[config.mk]
export PLATFORM = sky130hd
export DESIGN_NAME = fragment_retransmit_tracker_top_flat
export DESIGN_NICKNAME = d
export VERILOG_FILES = /design/src/hdl/frt_pkg.sv /design/src/hdl/frt_if.sv /design/src/hdl/fragment_retransmit_tracker_top.sv /design/src/hdl/frt_ram.sv /design/src/flat_wrapper.sv
export VERILOG_INCLUDE_DIRS = /design/src /design/src/hdl
export SDC_FILE = /design/constraint.sdc
export NUM_CORES = 2
export LEC_CHECK = 0
export BUFFER_PORTS_ARGS = -buffer_cell sky130_fd_sc_hd__buf_4
export CORE_ASPECT_RATIO = 0.75
export CORE_MARGIN = 2
export CORE_UTILIZATION = 67
export CTS_BUF_LIST = sky130_fd_sc_hd__clkbuf_16
export DETAILED_ROUTE_END_ITERATION = 8
export HOLD_SLACK_MARGIN = 0.15
export PLACE_DENSITY_LB_ADDON = 0.3
export RECOVER_POWER = 50
export SYNTH_ARGS = -nofsm -noshare
export SYNTH_HDL_FRONTEND = slang
export SYNTH_SLANG_ARGS = --single-unit
[constraint.sdc]
create_clock -name clk -period 19.9 [get_ports clk]
set_input_delay 0 -clock clk [delete_from_list [all_inputs] [get_ports clk]]
set_output_delay 0 -clock clk [all_outputs]
set_load 0.05 [all_outputs]
[src/hdl/fragment_retransmit_tracker_top_defines.svh]
// Assertion helpers for the tracker top module.
`ifndef FRAGMENT_RETRANSMIT_TRACKER_TOP_DEFINES_SVH
`define FRAGMENT_RETRANSMIT_TRACKER_TOP_DEFINES_SVH

// Property checked on every rising clock edge outside reset.
`define FRT_ASSERT(label, prop, msg) \
  label: assert property (@(posedge clk) disable iff (!rst_n) (prop)) else $error(msg);

// Property checked on every rising clock edge, reset included.
`define FRT_ASSERT_ALWAYS(label, prop, msg) \
  label: assert property (@(posedge clk) (prop)) else $error(msg);

`endif

[src/hdl/frt_pkg.sv]
`timescale 1ns / 1ps
package frt_pkg;

  // Table geometry.
  localparam int unsigned TABLE_ENTRIES = 32;
  localparam int unsigned IDX_W = $clog2(TABLE_ENTRIES);
  localparam int unsigned CNT_W = $clog2(TABLE_ENTRIES + 1);

  // Configuration port geometry.
  localparam int unsigned CFG_IDX_W  = 2;
  localparam int unsigned CFG_DATA_W = 16;

  // Register reset values.
  localparam logic [15:0] MPS_RESET    = 16'd1024;
  localparam logic [15:0] RTI_RESET    = 16'd100;
  localparam logic [7:0]  MAXATT_RESET = 8'd5;

  typedef enum logic [CFG_IDX_W-1:0] {
    CFG_MAX_PACKET_SIZE     = 2'd0,
    CFG_RETRANSMIT_INTERVAL = 2'd1,
    CFG_MAX_ATTEMPTS        = 2'd2
  } cfg_idx_t;

  typedef enum logic [1:0] {
    KIND_SUBMIT = 2'd0,
    KIND_ACK    = 2'd1,
    KIND_TICK   = 2'd2
  } kind_t;

  typedef enum logic [2:0] {
    EV_SEND      = 3'd0,
    EV_RESEND    = 3'd1,
    EV_PARTIAL   = 3'd2,
    EV_DELIVERED = 3'd3,
    EV_UNKNOWN   = 3'd4,
    EV_FULL      = 3'd5
  } event_t;

  // One table entry as held in the memory.
  typedef struct packed {
    logic [31:0] pkg_id;
    logic [31:0] msg_id;
    logic [5:0]  frag_idx;
    logic [6:0]  frag_tot;
    logic [31:0] sent;
    logic [7:0]  att;
  } entry_t;

  localparam int unsigned ENTRY_W = $bits(entry_t);

  // One result item.
  typedef struct packed {
    event_t      ev;
    logic [31:0] pkg_id;
    logic [31:0] msg_id;
    logic [5:0]  frag_idx;
    logic [6:0]  frag_tot;
    logic        last;
  } res_t;

endpackage

[src/hdl/frt_if.sv]
`timescale 1ns / 1ps
// Input item channel.
interface frt_in_if;
  logic        valid;
  logic        ready;
  logic [1:0]  kind;
  logic [31:0] message_id;
  logic [15:0] payload_length;
  logic [31:0] ack_package_id;

  modport source (output valid, kind, message_id, payload_length, ack_package_id,
                  input ready);
  modport sink (input valid, kind, message_id, payload_length, ack_package_id,
                output ready);
endinterface

// Result item channel.
interface frt_out_if;
  logic        valid;
  logic        ready;
  logic [2:0]  event_res;
  logic [31:0] package_id;
  logic [31:0] message_id_out;
  logic [5:0]  fragment_index;
  logic [6:0]  fragment_total;
  logic        last;

  modport source (output valid, event_res, package_id, message_id_out, fragment_index,
                  fragment_total, last, input ready);
  modport sink (input valid, event_res, package_id, message_id_out, fragment_index,
                fragment_total, last, output ready);
endinterface

[src/hdl/fragment_retransmit_tracker_top.sv]
`timescale 1ns / 1ps
// Sequence: a submit first divides the payload length into a fragment count, checks it against
// the free entries, then fills table entries; an ack searches the entries for the id (read, then
// evaluate) and then for any other fragment of the same message; a tick reads, then evaluates,
// each entry and then emits any held resend. Items are taken one at a time, paced by the single
// read port of the entry memory; results wait in one output register.
// Reset: synchronous, active low; clears valid bits, counters, ids and registers to defaults.
`include "fragment_retransmit_tracker_top_defines.svh"
module fragment_retransmit_tracker_top (
  input  logic                          clk,
  input  logic                          rst_n,
  input  logic                          cfg_we,
  input  logic [frt_pkg::CFG_IDX_W-1:0] cfg_idx,
  input  logic [frt_pkg::CFG_DATA_W-1:0] cfg_wdata,
  frt_in_if.sink                        in_ch,
  frt_out_if.source                     out_ch
);

  localparam logic [frt_pkg::IDX_W-1:0] LAST_IDX =
    frt_pkg::IDX_W'(frt_pkg::TABLE_ENTRIES - 1);
  localparam logic [frt_pkg::CNT_W-1:0] ENTRIES_CNT =
    frt_pkg::CNT_W'(frt_pkg::TABLE_ENTRIES);

  typedef enum logic [3:0] {
    ST_IDLE, ST_DIV, ST_CHK, ST_FULL, ST_SUB,
    ST_ARD, ST_AEV, ST_MRD, ST_MEV, ST_AOUT,
    ST_TRD, ST_TEV, ST_TFL
  } state_t;

  state_t state_r;

  // Configuration registers.
  logic [15:0] mps_r;
  logic [15:0] rti_r;
  logic [7:0]  maxatt_r;

  // Table bookkeeping.
  logic [frt_pkg::TABLE_ENTRIES-1:0] vld_r;
  logic [frt_pkg::CNT_W-1:0]         cnt_r;
  logic [31:0]                       npid_r;
  logic [31:0]                       tick_r;

  // Per-item working registers.
  logic [frt_pkg::IDX_W-1:0] idx_r;
  logic [31:0]               msg_r;
  logic [31:0]               ack_r;
  logic [15:0]               num_r;
  logic [16:0]               rem_r;
  logic [15:0]               quo_r;
  logic [3:0]                step_r;
  logic [5:0]                frag_r;
  logic [6:0]                tot_r;
  frt_pkg::entry_t           hit_r;
  logic                      hit_found_r;
  logic                      remain_r;
  frt_pkg::res_t             pend_r;
  logic                      pend_vld_r;

  // Output register.
  frt_pkg::res_t out_res_r;
  logic          out_vld_r;

  // Memory ports.
  logic [frt_pkg::ENTRY_W-1:0] rdata;
  frt_pkg::entry_t             rd_e;
  frt_pkg::entry_t             wr_e;
  logic                        ram_we;

  // Combinational decisions.
  logic        can_emit;
  logic [15:0] den;
  logic [16:0] trial;
  logic [16:0] total17;
  logic [16:0] free17;
  logic [31:0] age;
  logic        expired;
  logic        drop;
  logic        resend_go;
  logic        sub_go;
  logic        sub_last;
  frt_pkg::res_t resend_res;
  frt_pkg::res_t pend_last;
  logic        out_load;
  logic        out_is_send;
  logic        frag_ok;

  frt_ram #(
    .WIDTH (frt_pkg::ENTRY_W),
    .DEPTH (frt_pkg::TABLE_ENTRIES)
  ) u_ram (
    .clk   (clk),
    .we    (ram_we),
    .waddr (idx_r),
    .wdata (wr_e),
    .raddr (idx_r),
    .rdata (rdata)
  );

  assign rd_e     = frt_pkg::entry_t'(rdata);
  assign can_emit = !out_vld_r || out_ch.ready;

  // Restoring division step and the fragment count check.
  always_comb begin
    den     = (mps_r == 16'd0) ? 16'd1 : mps_r;
    trial   = {rem_r[15:0], num_r[15]};
    total17 = {1'b0, quo_r} + {16'd0, (rem_r != 17'd0)};
    if (total17 == 17'd0) begin
      total17 = 17'd1;
    end
    free17 = {{(17 - frt_pkg::CNT_W){1'b0}}, ENTRIES_CNT - cnt_r};
  end

  // Scan decisions for ticks and submits.
  always_comb begin
    age       = tick_r - rd_e.sent;
    expired   = vld_r[idx_r] && (age >= {16'd0, rti_r});
    drop      = expired && (rd_e.att >= maxatt_r);
    resend_go = (state_r == ST_TEV) && expired && !drop && (!pend_vld_r || can_emit);
    sub_go    = (state_r == ST_SUB) && !vld_r[idx_r] && can_emit;
    sub_last  = ({1'b0, frag_r} == (tot_r - 7'd1));
    resend_res = '{ev: frt_pkg::EV_RESEND, pkg_id: rd_e.pkg_id, msg_id: rd_e.msg_id,
                   frag_idx: rd_e.frag_idx, frag_tot: rd_e.frag_tot, last: 1'b0};
  end

  // Output register load: one result enters whenever a state emits.
  always_comb begin
    pend_last      = pend_r;
    pend_last.last = 1'b1;
    case (state_r)
      ST_FULL, ST_AOUT: out_load = can_emit;
      ST_SUB:           out_load = sub_go;
      ST_TEV:           out_load = resend_go && pend_vld_r;
      ST_TFL:           out_load = pend_vld_r && can_emit;
      default:          out_load = 1'b0;
    endcase
  end

  // Memory write: new fragment on submit, refreshed entry on resend.
  always_comb begin
    ram_we = sub_go || resend_go;
    if (state_r == ST_SUB) begin
      wr_e = '{pkg_id: npid_r, msg_id: msg_r, frag_idx: frag_r, frag_tot: tot_r,
               sent: tick_r, att: 8'd1};
    end else begin
      wr_e      = rd_e;
      wr_e.sent = tick_r;
      wr_e.att  = (rd_e.att == 8'hFF) ? rd_e.att : rd_e.att + 8'd1;
    end
  end

  // Sequencer, table bookkeeping and output register.
  always_ff @(posedge clk) begin
    if (!rst_n) begin
      state_r     <= ST_IDLE;
      mps_r       <= frt_pkg::MPS_RESET;
      rti_r       <= frt_pkg::RTI_RESET;
      maxatt_r    <= frt_pkg::MAXATT_RESET;
      vld_r       <= '0;
      cnt_r       <= '0;
      npid_r      <= '0;
      tick_r      <= '0;
      pend_vld_r  <= 1'b0;
      out_vld_r   <= 1'b0;
      hit_found_r <= 1'b0;
      remain_r    <= 1'b0;
    end else begin
      if (out_load) begin
        out_vld_r <= 1'b1;
      end else if (out_ch.ready) begin
        out_vld_r <= 1'b0;
      end

      if (cfg_we) begin
        case (frt_pkg::cfg_idx_t'(cfg_idx))
          frt_pkg::CFG_MAX_PACKET_SIZE:     mps_r    <= cfg_wdata;
          frt_pkg::CFG_RETRANSMIT_INTERVAL: rti_r    <= cfg_wdata;
          frt_pkg::CFG_MAX_ATTEMPTS:        maxatt_r <= cfg_wdata[7:0];
          default: ;
        endcase
      end

      case (state_r)
        ST_IDLE: begin
          idx_r <= '0;
          if (in_ch.valid) begin
            msg_r <= in_ch.message_id;
            ack_r <= in_ch.ack_package_id;
            case (frt_pkg::kind_t'(in_ch.kind))
              frt_pkg::KIND_SUBMIT: begin
                num_r   <= in_ch.payload_length;
                rem_r   <= '0;
                quo_r   <= '0;
                step_r  <= '0;
                state_r <= ST_DIV;
              end
              frt_pkg::KIND_ACK: begin
                hit_found_r <= 1'b0;
                state_r     <= ST_ARD;
              end
              frt_pkg::KIND_TICK: begin
                tick_r  <= tick_r + 32'd1;
                state_r <= ST_TRD;
              end
              default: ;
            endcase
          end
        end

        // One quotient bit per cycle.
        ST_DIV: begin
          num_r  <= {num_r[14:0], 1'b0};
          step_r <= step_r + 4'd1;
          if (trial >= {1'b0, den}) begin
            rem_r <= trial - {1'b0, den};
            quo_r <= {quo_r[14:0], 1'b1};
          end else begin
            rem_r <= trial;
            quo_r <= {quo_r[14:0], 1'b0};
          end
          if (step_r == 4'd15) begin
            state_r <= ST_CHK;
          end
        end

        ST_CHK: begin
          frag_r <= '0;
          tot_r  <= total17[6:0];
          if (total17 > free17) begin
            state_r <= ST_FULL;
          end else begin
            state_r <= ST_SUB;
          end
        end

        ST_FULL: begin
          if (can_emit) begin
            out_res_r <= '{ev: frt_pkg::EV_FULL, pkg_id: 32'd0, msg_id: msg_r,
                           frag_idx: 6'd0, frag_tot: 7'd0, last: 1'b1};
            state_r   <= ST_IDLE;
          end
        end

        // Fill the lowest free entries in order.
        ST_SUB: begin
          if (vld_r[idx_r]) begin
            idx_r <= idx_r + 1'b1;
          end else if (sub_go) begin
            vld_r[idx_r] <= 1'b1;
            cnt_r        <= cnt_r + 1'b1;
            npid_r       <= npid_r + 32'd1;
            out_res_r    <= '{ev: frt_pkg::EV_SEND, pkg_id: npid_r, msg_id: msg_r,
                              frag_idx: frag_r, frag_tot: tot_r, last: sub_last};
            if (sub_last) begin
              state_r <= ST_IDLE;
            end else begin
              frag_r <= frag_r + 6'd1;
              idx_r  <= idx_r + 1'b1;
            end
          end
        end

        ST_ARD: state_r <= ST_AEV;

        // Search for the acknowledged package id.
        ST_AEV: begin
          if (vld_r[idx_r] && rd_e.pkg_id == ack_r) begin
            hit_r        <= rd_e;
            hit_found_r  <= 1'b1;
            remain_r     <= 1'b0;
            vld_r[idx_r] <= 1'b0;
            cnt_r        <= cnt_r - 1'b1;
            idx_r        <= '0;
            state_r      <= ST_MRD;
          end else if (idx_r == LAST_IDX) begin
            state_r <= ST_AOUT;
          end else begin
            idx_r   <= idx_r + 1'b1;
            state_r <= ST_ARD;
          end
        end

        ST_MRD: state_r <= ST_MEV;

        // Look for any other fragment of the same message.
        ST_MEV: begin
          if (vld_r[idx_r] && rd_e.msg_id == hit_r.msg_id) begin
            remain_r <= 1'b1;
            state_r  <= ST_AOUT;
          end else if (idx_r == LAST_IDX) begin
            state_r <= ST_AOUT;
          end else begin
            idx_r   <= idx_r + 1'b1;
            state_r <= ST_MRD;
          end
        end

        ST_AOUT: begin
          if (can_emit) begin
            if (!hit_found_r) begin
              out_res_r <= '{ev: frt_pkg::EV_UNKNOWN, pkg_id: ack_r, msg_id: 32'd0,
                             frag_idx: 6'd0, frag_tot: 7'd0, last: 1'b1};
            end else begin
              out_res_r <= '{ev: remain_r ? frt_pkg::EV_PARTIAL : frt_pkg::EV_DELIVERED,
                             pkg_id: ack_r, msg_id: hit_r.msg_id,
                             frag_idx: hit_r.frag_idx, frag_tot: hit_r.frag_tot,
                             last: 1'b1};
            end
            state_r <= ST_IDLE;
          end
        end

        ST_TRD: state_r <= ST_TEV;

        // Age check; a resend is held in a pending register until the next one, so the final one can carry last.
        ST_TEV: begin
          if (drop) begin
            vld_r[idx_r] <= 1'b0;
            cnt_r        <= cnt_r - 1'b1;
          end
          if (resend_go) begin
            if (pend_vld_r) begin
              out_res_r <= pend_r;
            end
            pend_r     <= resend_res;
            pend_vld_r <= 1'b1;
          end
          if (!expired || drop || resend_go) begin
            if (idx_r == LAST_IDX) begin
              state_r <= ST_TFL;
            end else begin
              idx_r   <= idx_r + 1'b1;
              state_r <= ST_TRD;
            end
          end
        end

        ST_TFL: begin
          if (!pend_vld_r) begin
            state_r <= ST_IDLE;
          end else if (can_emit) begin
            out_res_r  <= pend_last;
            pend_vld_r <= 1'b0;
            state_r    <= ST_IDLE;
          end
        end

        default: state_r <= ST_IDLE;
      endcase
    end
  end

  // Port drive.
  assign in_ch.ready           = (state_r == ST_IDLE);
  assign out_ch.valid          = out_vld_r;
  assign out_ch.event_res      = out_res_r.ev;
  assign out_ch.package_id     = out_res_r.pkg_id;
  assign out_ch.message_id_out = out_res_r.msg_id;
  assign out_ch.fragment_index = out_res_r.frag_idx;
  assign out_ch.fragment_total = out_res_r.frag_tot;
  assign out_ch.last           = out_res_r.last;

  // Terms for the fragment range check.
  assign out_is_send = out_vld_r &&
                       (out_res_r.ev == frt_pkg::EV_SEND || out_res_r.ev == frt_pkg::EV_RESEND);
  assign frag_ok     = ({1'b0, out_res_r.frag_idx} < out_res_r.frag_tot);

  // The occupancy count tracks the valid bits.
  `FRT_ASSERT(a_cnt_matches, cnt_r == frt_pkg::CNT_W'($countones(vld_r)), "count drift")
  // Memory writes happen only while filling or resending.
  `FRT_ASSERT(a_we_state, ram_we |-> (state_r == ST_SUB || state_r == ST_TEV), "stray write")
  // A send or resend names a fragment inside its message.
  `FRT_ASSERT(a_frag_range, out_is_send |-> frag_ok, "fragment index out of range")

endmodule

[src/hdl/frt_ram.sv]
`timescale 1ns / 1ps
// Simple dual-port RAM: one write port, one read port with registered data.
module frt_ram #(
  parameter int unsigned WIDTH = 8,
  parameter int unsigned DEPTH = 32
) (
  input  logic                     clk,
  input  logic                     we,
  input  logic [$clog2(DEPTH)-1:0] waddr,
  input  logic [WIDTH-1:0]         wdata,
  input  logic [$clog2(DEPTH)-1:0] raddr,
  output logic [WIDTH-1:0]         rdata
);

  logic [WIDTH-1:0] mem [DEPTH];

  always_ff @(posedge clk) begin
    if (we) begin
      mem[waddr] <= wdata;
    end
    rdata <= mem[raddr];
  end

endmodule
[src/flat_wrapper.sv]
// flat-port wrapper written by rule: the top's interface ports become plain ports
module fragment_retransmit_tracker_top_flat 
  (clk, rst_n, cfg_we, cfg_idx, cfg_wdata, in_ch_valid, in_ch_kind, in_ch_message_id, in_ch_payload_length, in_ch_ack_package_id, in_ch_ready, out_ch_valid, out_ch_event_res, out_ch_package_id, out_ch_message_id_out, out_ch_fragment_index, out_ch_fragment_total, out_ch_last, out_ch_ready);
  frt_in_if in_ch_i ();
  frt_out_if out_ch_i ();
  input  logic clk;
  input  logic rst_n;
  input  logic cfg_we;
  input  logic [frt_pkg::CFG_IDX_W-1:0] cfg_idx;
  input  logic [frt_pkg::CFG_DATA_W-1:0] cfg_wdata;
  input wire logic [$bits(in_ch_i.valid)-1:0] in_ch_valid;
  input wire logic [$bits(in_ch_i.kind)-1:0] in_ch_kind;
  input wire logic [$bits(in_ch_i.message_id)-1:0] in_ch_message_id;
  input wire logic [$bits(in_ch_i.payload_length)-1:0] in_ch_payload_length;
  input wire logic [$bits(in_ch_i.ack_package_id)-1:0] in_ch_ack_package_id;
  output wire logic [$bits(in_ch_i.ready)-1:0] in_ch_ready;
  output wire logic [$bits(out_ch_i.valid)-1:0] out_ch_valid;
  output wire logic [$bits(out_ch_i.event_res)-1:0] out_ch_event_res;
  output wire logic [$bits(out_ch_i.package_id)-1:0] out_ch_package_id;
  output wire logic [$bits(out_ch_i.message_id_out)-1:0] out_ch_message_id_out;
  output wire logic [$bits(out_ch_i.fragment_index)-1:0] out_ch_fragment_index;
  output wire logic [$bits(out_ch_i.fragment_total)-1:0] out_ch_fragment_total;
  output wire logic [$bits(out_ch_i.last)-1:0] out_ch_last;
  input wire logic [$bits(out_ch_i.ready)-1:0] out_ch_ready;
  assign in_ch_i.valid = in_ch_valid;
  assign in_ch_i.kind = in_ch_kind;
  assign in_ch_i.message_id = in_ch_message_id;
  assign in_ch_i.payload_length = in_ch_payload_length;
  assign in_ch_i.ack_package_id = in_ch_ack_package_id;
  assign in_ch_ready = in_ch_i.ready;
  assign out_ch_valid = out_ch_i.valid;
  assign out_ch_event_res = out_ch_i.event_res;
  assign out_ch_package_id = out_ch_i.package_id;
  assign out_ch_message_id_out = out_ch_i.message_id_out;
  assign out_ch_fragment_index = out_ch_i.fragment_index;
  assign out_ch_fragment_total = out_ch_i.fragment_total;
  assign out_ch_last = out_ch_i.last;
  assign out_ch_i.ready = out_ch_ready;
  fragment_retransmit_tracker_top u_core (.clk(clk), .rst_n(rst_n), .cfg_we(cfg_we), .cfg_idx(cfg_idx), .cfg_wdata(cfg_wdata), .in_ch(in_ch_i), .out_ch(out_ch_i));
endmodule
==> metrics.md <==
| Metric | Value |
|---|---|
| Sw Ratio | a little under a third |
| Met3 GRT Util | about an eighth |
| Switch Pwr | about 0.0073 W |
| Combinational Power Share | a little over a fifth |
| TritonCTS clock tree | done |
| Final Max Slew Viols | around 2500 |
| Setup_tns | 0 ns |
| Wire per inst | 38.8 µm |
| Vias in the first global route | ~93000 |
| Routability Congestion | around 0.86 |
| Status | finished, violations left |
| Core area | approximately 250000 µm² |
| Fmax | slightly below 70 MHz |
| DRT Pass-1 Iters | 9 |
| GR peak layer | met2 |
| Met2 usage | 58.0% |
| Pre-CTS setup slack | 11.17 ns |
| Min-delay worst type | primary input to flop |
| Min Tclk post-route | approximately 14 ns |
| Net Count, Synth | 8560 |
| Via/cell ratio | ~7.4 |
| WL final | 488000 µm |
| Global Route met1 Usage | around 53% |
| Die area | ~250000 µm² |
| Setup bufs post-CTS | 0 |
| Most frequent cells after synthesis | 4082 x edfxtp_1, 944 x mux4_2, 497 x nand2_1, 315 x a22oi_1, 279 x clkbuf_1 |
| Synth area leader | edfxtp_1 |
| Final Cycle Share | 72.2% |
| Final worst slack | roughly 5.5 ns |
| Post-synthesis cell area | about 170000 µm² |
| WS Path Type | flop to flop |
| Failing checks | DRC, capacitance limit, slew limit |
| Grt ovf | 0 |
| Ys async rst share | 0% |
| Dpl hpwl | between 200000 and 250000 µm |
| Clock Skew | ~0.06 ns |
| Die Height | 438 µm |
| Count leader, synth | edfxtp_1 |
| Initial DRC count | 17804 |
| Yosys top cell area share | between 70 and 80% |
| Final setup fails | 0 |
| Mean Syn Cell Area | 20.1 µm² |
| Power Density | 130 nW/µm² |
| Crit start category | flop |
| Syn. warnings | 0 |
| Die width | 582 µm |
| Post-synthesis sequential area ratio | 76.2% |
| Routed Antenna Nets | 0 |
| Largest net degree at the start of global routing | between 100 and 150 |
| H-tree levels | 5 |
| Hold Fails Final Rpt | 0 |
| Unrepaired setup endpoints after global routing | false |
| Root Buffer | clkbuf_16 |
| Via count | 93643 |
| Reg power frac | 48.1% |
| CP Max Fanout | 90 |
| Port buffer count | approximately 190 |
| Worst-Skew Late Latency | 0.95 ns |
| Synth unique cells | just over 100 |
| Clk pwr share | 30.7% |
| Maximum clock insertion buffer count | 4 |
| Int Pwr | about 0.017 W |
| CP Data Required Time | approximately 20 ns |
| Post-synth EDFFs | about 4000 |
| Post-synthesis cell count | 8356 |
| Boundary pin count | 188 |
| Initial antenna violation count | 43 |
| Area contributors post-synth | edfxtp_1 73%, mux4_2 13%, dfxtp_1 3.2% |
| Yosys reg bits | roughly 4300 |
| Leak | about 62 nW |
| Clk slew on worst S/H paths | approximately 0.070 ns |
| Initial core utilization | 67.2% |
| Worst VDD drop | about 0.11 mV |
| Gr usage total | between 30% and 40% |
| Actual slew at the worst max-slew pin | approximately 9 ns |
| Number of max-cap violations | 65 |
| WP data arrival | about 15 ns |
| Clock sink count | 4349 |
| Remaining DRCs | 3 |
| Layout Nets | roughly 9100 |
| Critical Path End Type | flop |
| First-pass GRT wire length | 689000 µm |
| Ys flop type | edfxtp_1 |
| Inserted Clock Buffers | ~390 |
| P&R area growth vs syn | 11.7% |
| Layout cells sized above 1 | around a fifth |
| Rel. slew slack | -504% |
| # rows | 159 |
==> power groups by stage <==
stage | clock network, W | registers [W] | logic (W)
5_1_grt | 0.00778 | 0.0117 | 0.00537
4_1_cts | 0.00745 | 0.0116 | 0.00502
3_3_place_gp | 0 | 0.0118 | 0.00471
3_5_place_dp | 0 | 0.0118 | 0.00486
2_1_floorplan | 0 | 0.0117 | 0.00298
6_report | 0.00748 | 0.0117 | 0.00518
==> metal layers <==
metal	up-vias	wire length (µm)
li1	35501	-
met1	47385	162000
met2	9067	223000
met3	1650	73900
met4	40	28100
met5	-	338
==> area by class of cell <==
type / count / area [µm²]
sequential: 4349 / 128000
multi-input combinational: 3389 / 37800
antenna: 16 / 40.0
inverter: 188 / 707
clock inverter: 319 / 2280
timing repair buffer: 612 / 4780
tap: 3300 / 4130
fill: 12888 / 62200
clock buffer: 400 / 10000
==> logic make-up after synthesis <==
group / Yosys count / synth area share (%)
AOI/OAI and AO/OA: 928 / 3.88
muxes: 1128 / 13.8
buffers and inverters: 618 / 1.45
adders and majority gates: 99 / 0.751
xor gates and xnor gates: 183 / 0.954
DFF: 4349 / 76.2
and+or+nand+nor: 1051 / 3.01
==> sequential cells by signal, summed over array words and instances, names as in the netlist, 17 cells and up, named ones only <==
name and cells:
u_core.out_ch.message_id_out 32, u_core.ack_r 32, u_core.u_ram.rdata 117, u_core.u_ram.mem 3744
u_core.out_ch.package_id 32, u_core.rem_r 17, u_core.pend_last 77, u_core.tick_r 32
u_core.msg_r 32, u_core.npid_r 32, u_core.hit_r 45
==> through the flow <==
step                hold WS [ns]  cells  util (%)  power, W  instance area [µm²]
floorplan                 0.0989   8356         -    0.0147               168000
global placement           0.179  11609      69.6    0.0165               174000
detailed placement         0.179  11609      69.6    0.0167               174000
CTS                        0.195  12556      75.4    0.0241               188000
global route               0.239  12559      75.1    0.0249               188000
finish                     0.253  12573      75.1    0.0244               188000
==> cells in the final DEF (no fill, tap or decap), types with 47 or more instances in the layout <==
cell / count
edfxtp_1: 4082
o211ai_1: 47
mux2_2: 49
nor2_1: 166
clkinv_2: 76
a21oi_1: 161
a222oi_1: 77
inv_1: 272
nand4_1: 56
mux4_2: 944
ha_1: 96
buf_4: 149
nand2_1: 495
xor2_1: 60
clkinv_1: 95
a22oi_1: 315
o21ai_0: 164
dfxtp_1: 267
clkbuf_4: 64
dlygate4sd3_1: 228
and3_1: 90
mux2i_1: 135
clkbuf_16: 400
xnor2_1: 123
clkbuf_1: 155
==> repair_timing <==
action,in CTS,in global routing
gates resized for setup,0,0
endpoints found under the hold margin,269,0
hold buffers,228,0
==> final timing paths <==
kind                           startpoint                                  to  slack, ns  cells past startpoint
max             u_core.idx_r[2]$_DFFE_PP_  u_core.u_ram.mem[26][37]$_DFFE_PP_       5.53                     12
min                          out_ch_ready    u_core.out_ch.valid$_SDFFE_PN0P_       0.25                      4
max reg2reg     u_core.idx_r[2]$_DFFE_PP_  u_core.u_ram.mem[26][37]$_DFFE_PP_       5.53                     12
min reg2reg  u_core.remain_r$_SDFFE_PN0P_        u_core.remain_r$_SDFFE_PN0P_       0.46                      2
==> worst max-delay path, stage by stage (launching register included) <==
cell      delay, ns
edfxtp_1       0.57
clkbuf_1       5.90
and3b_1        2.92
a22oi_1        0.18
nand4_1        0.48
nand2_1        0.10
inv_1          0.14
or2b_1         0.34
o31ai_4        0.27
buf_4          0.38
and3_4         1.04
buf_4          0.72
buf_4          0.60
(Power assumes the default switching activity.)
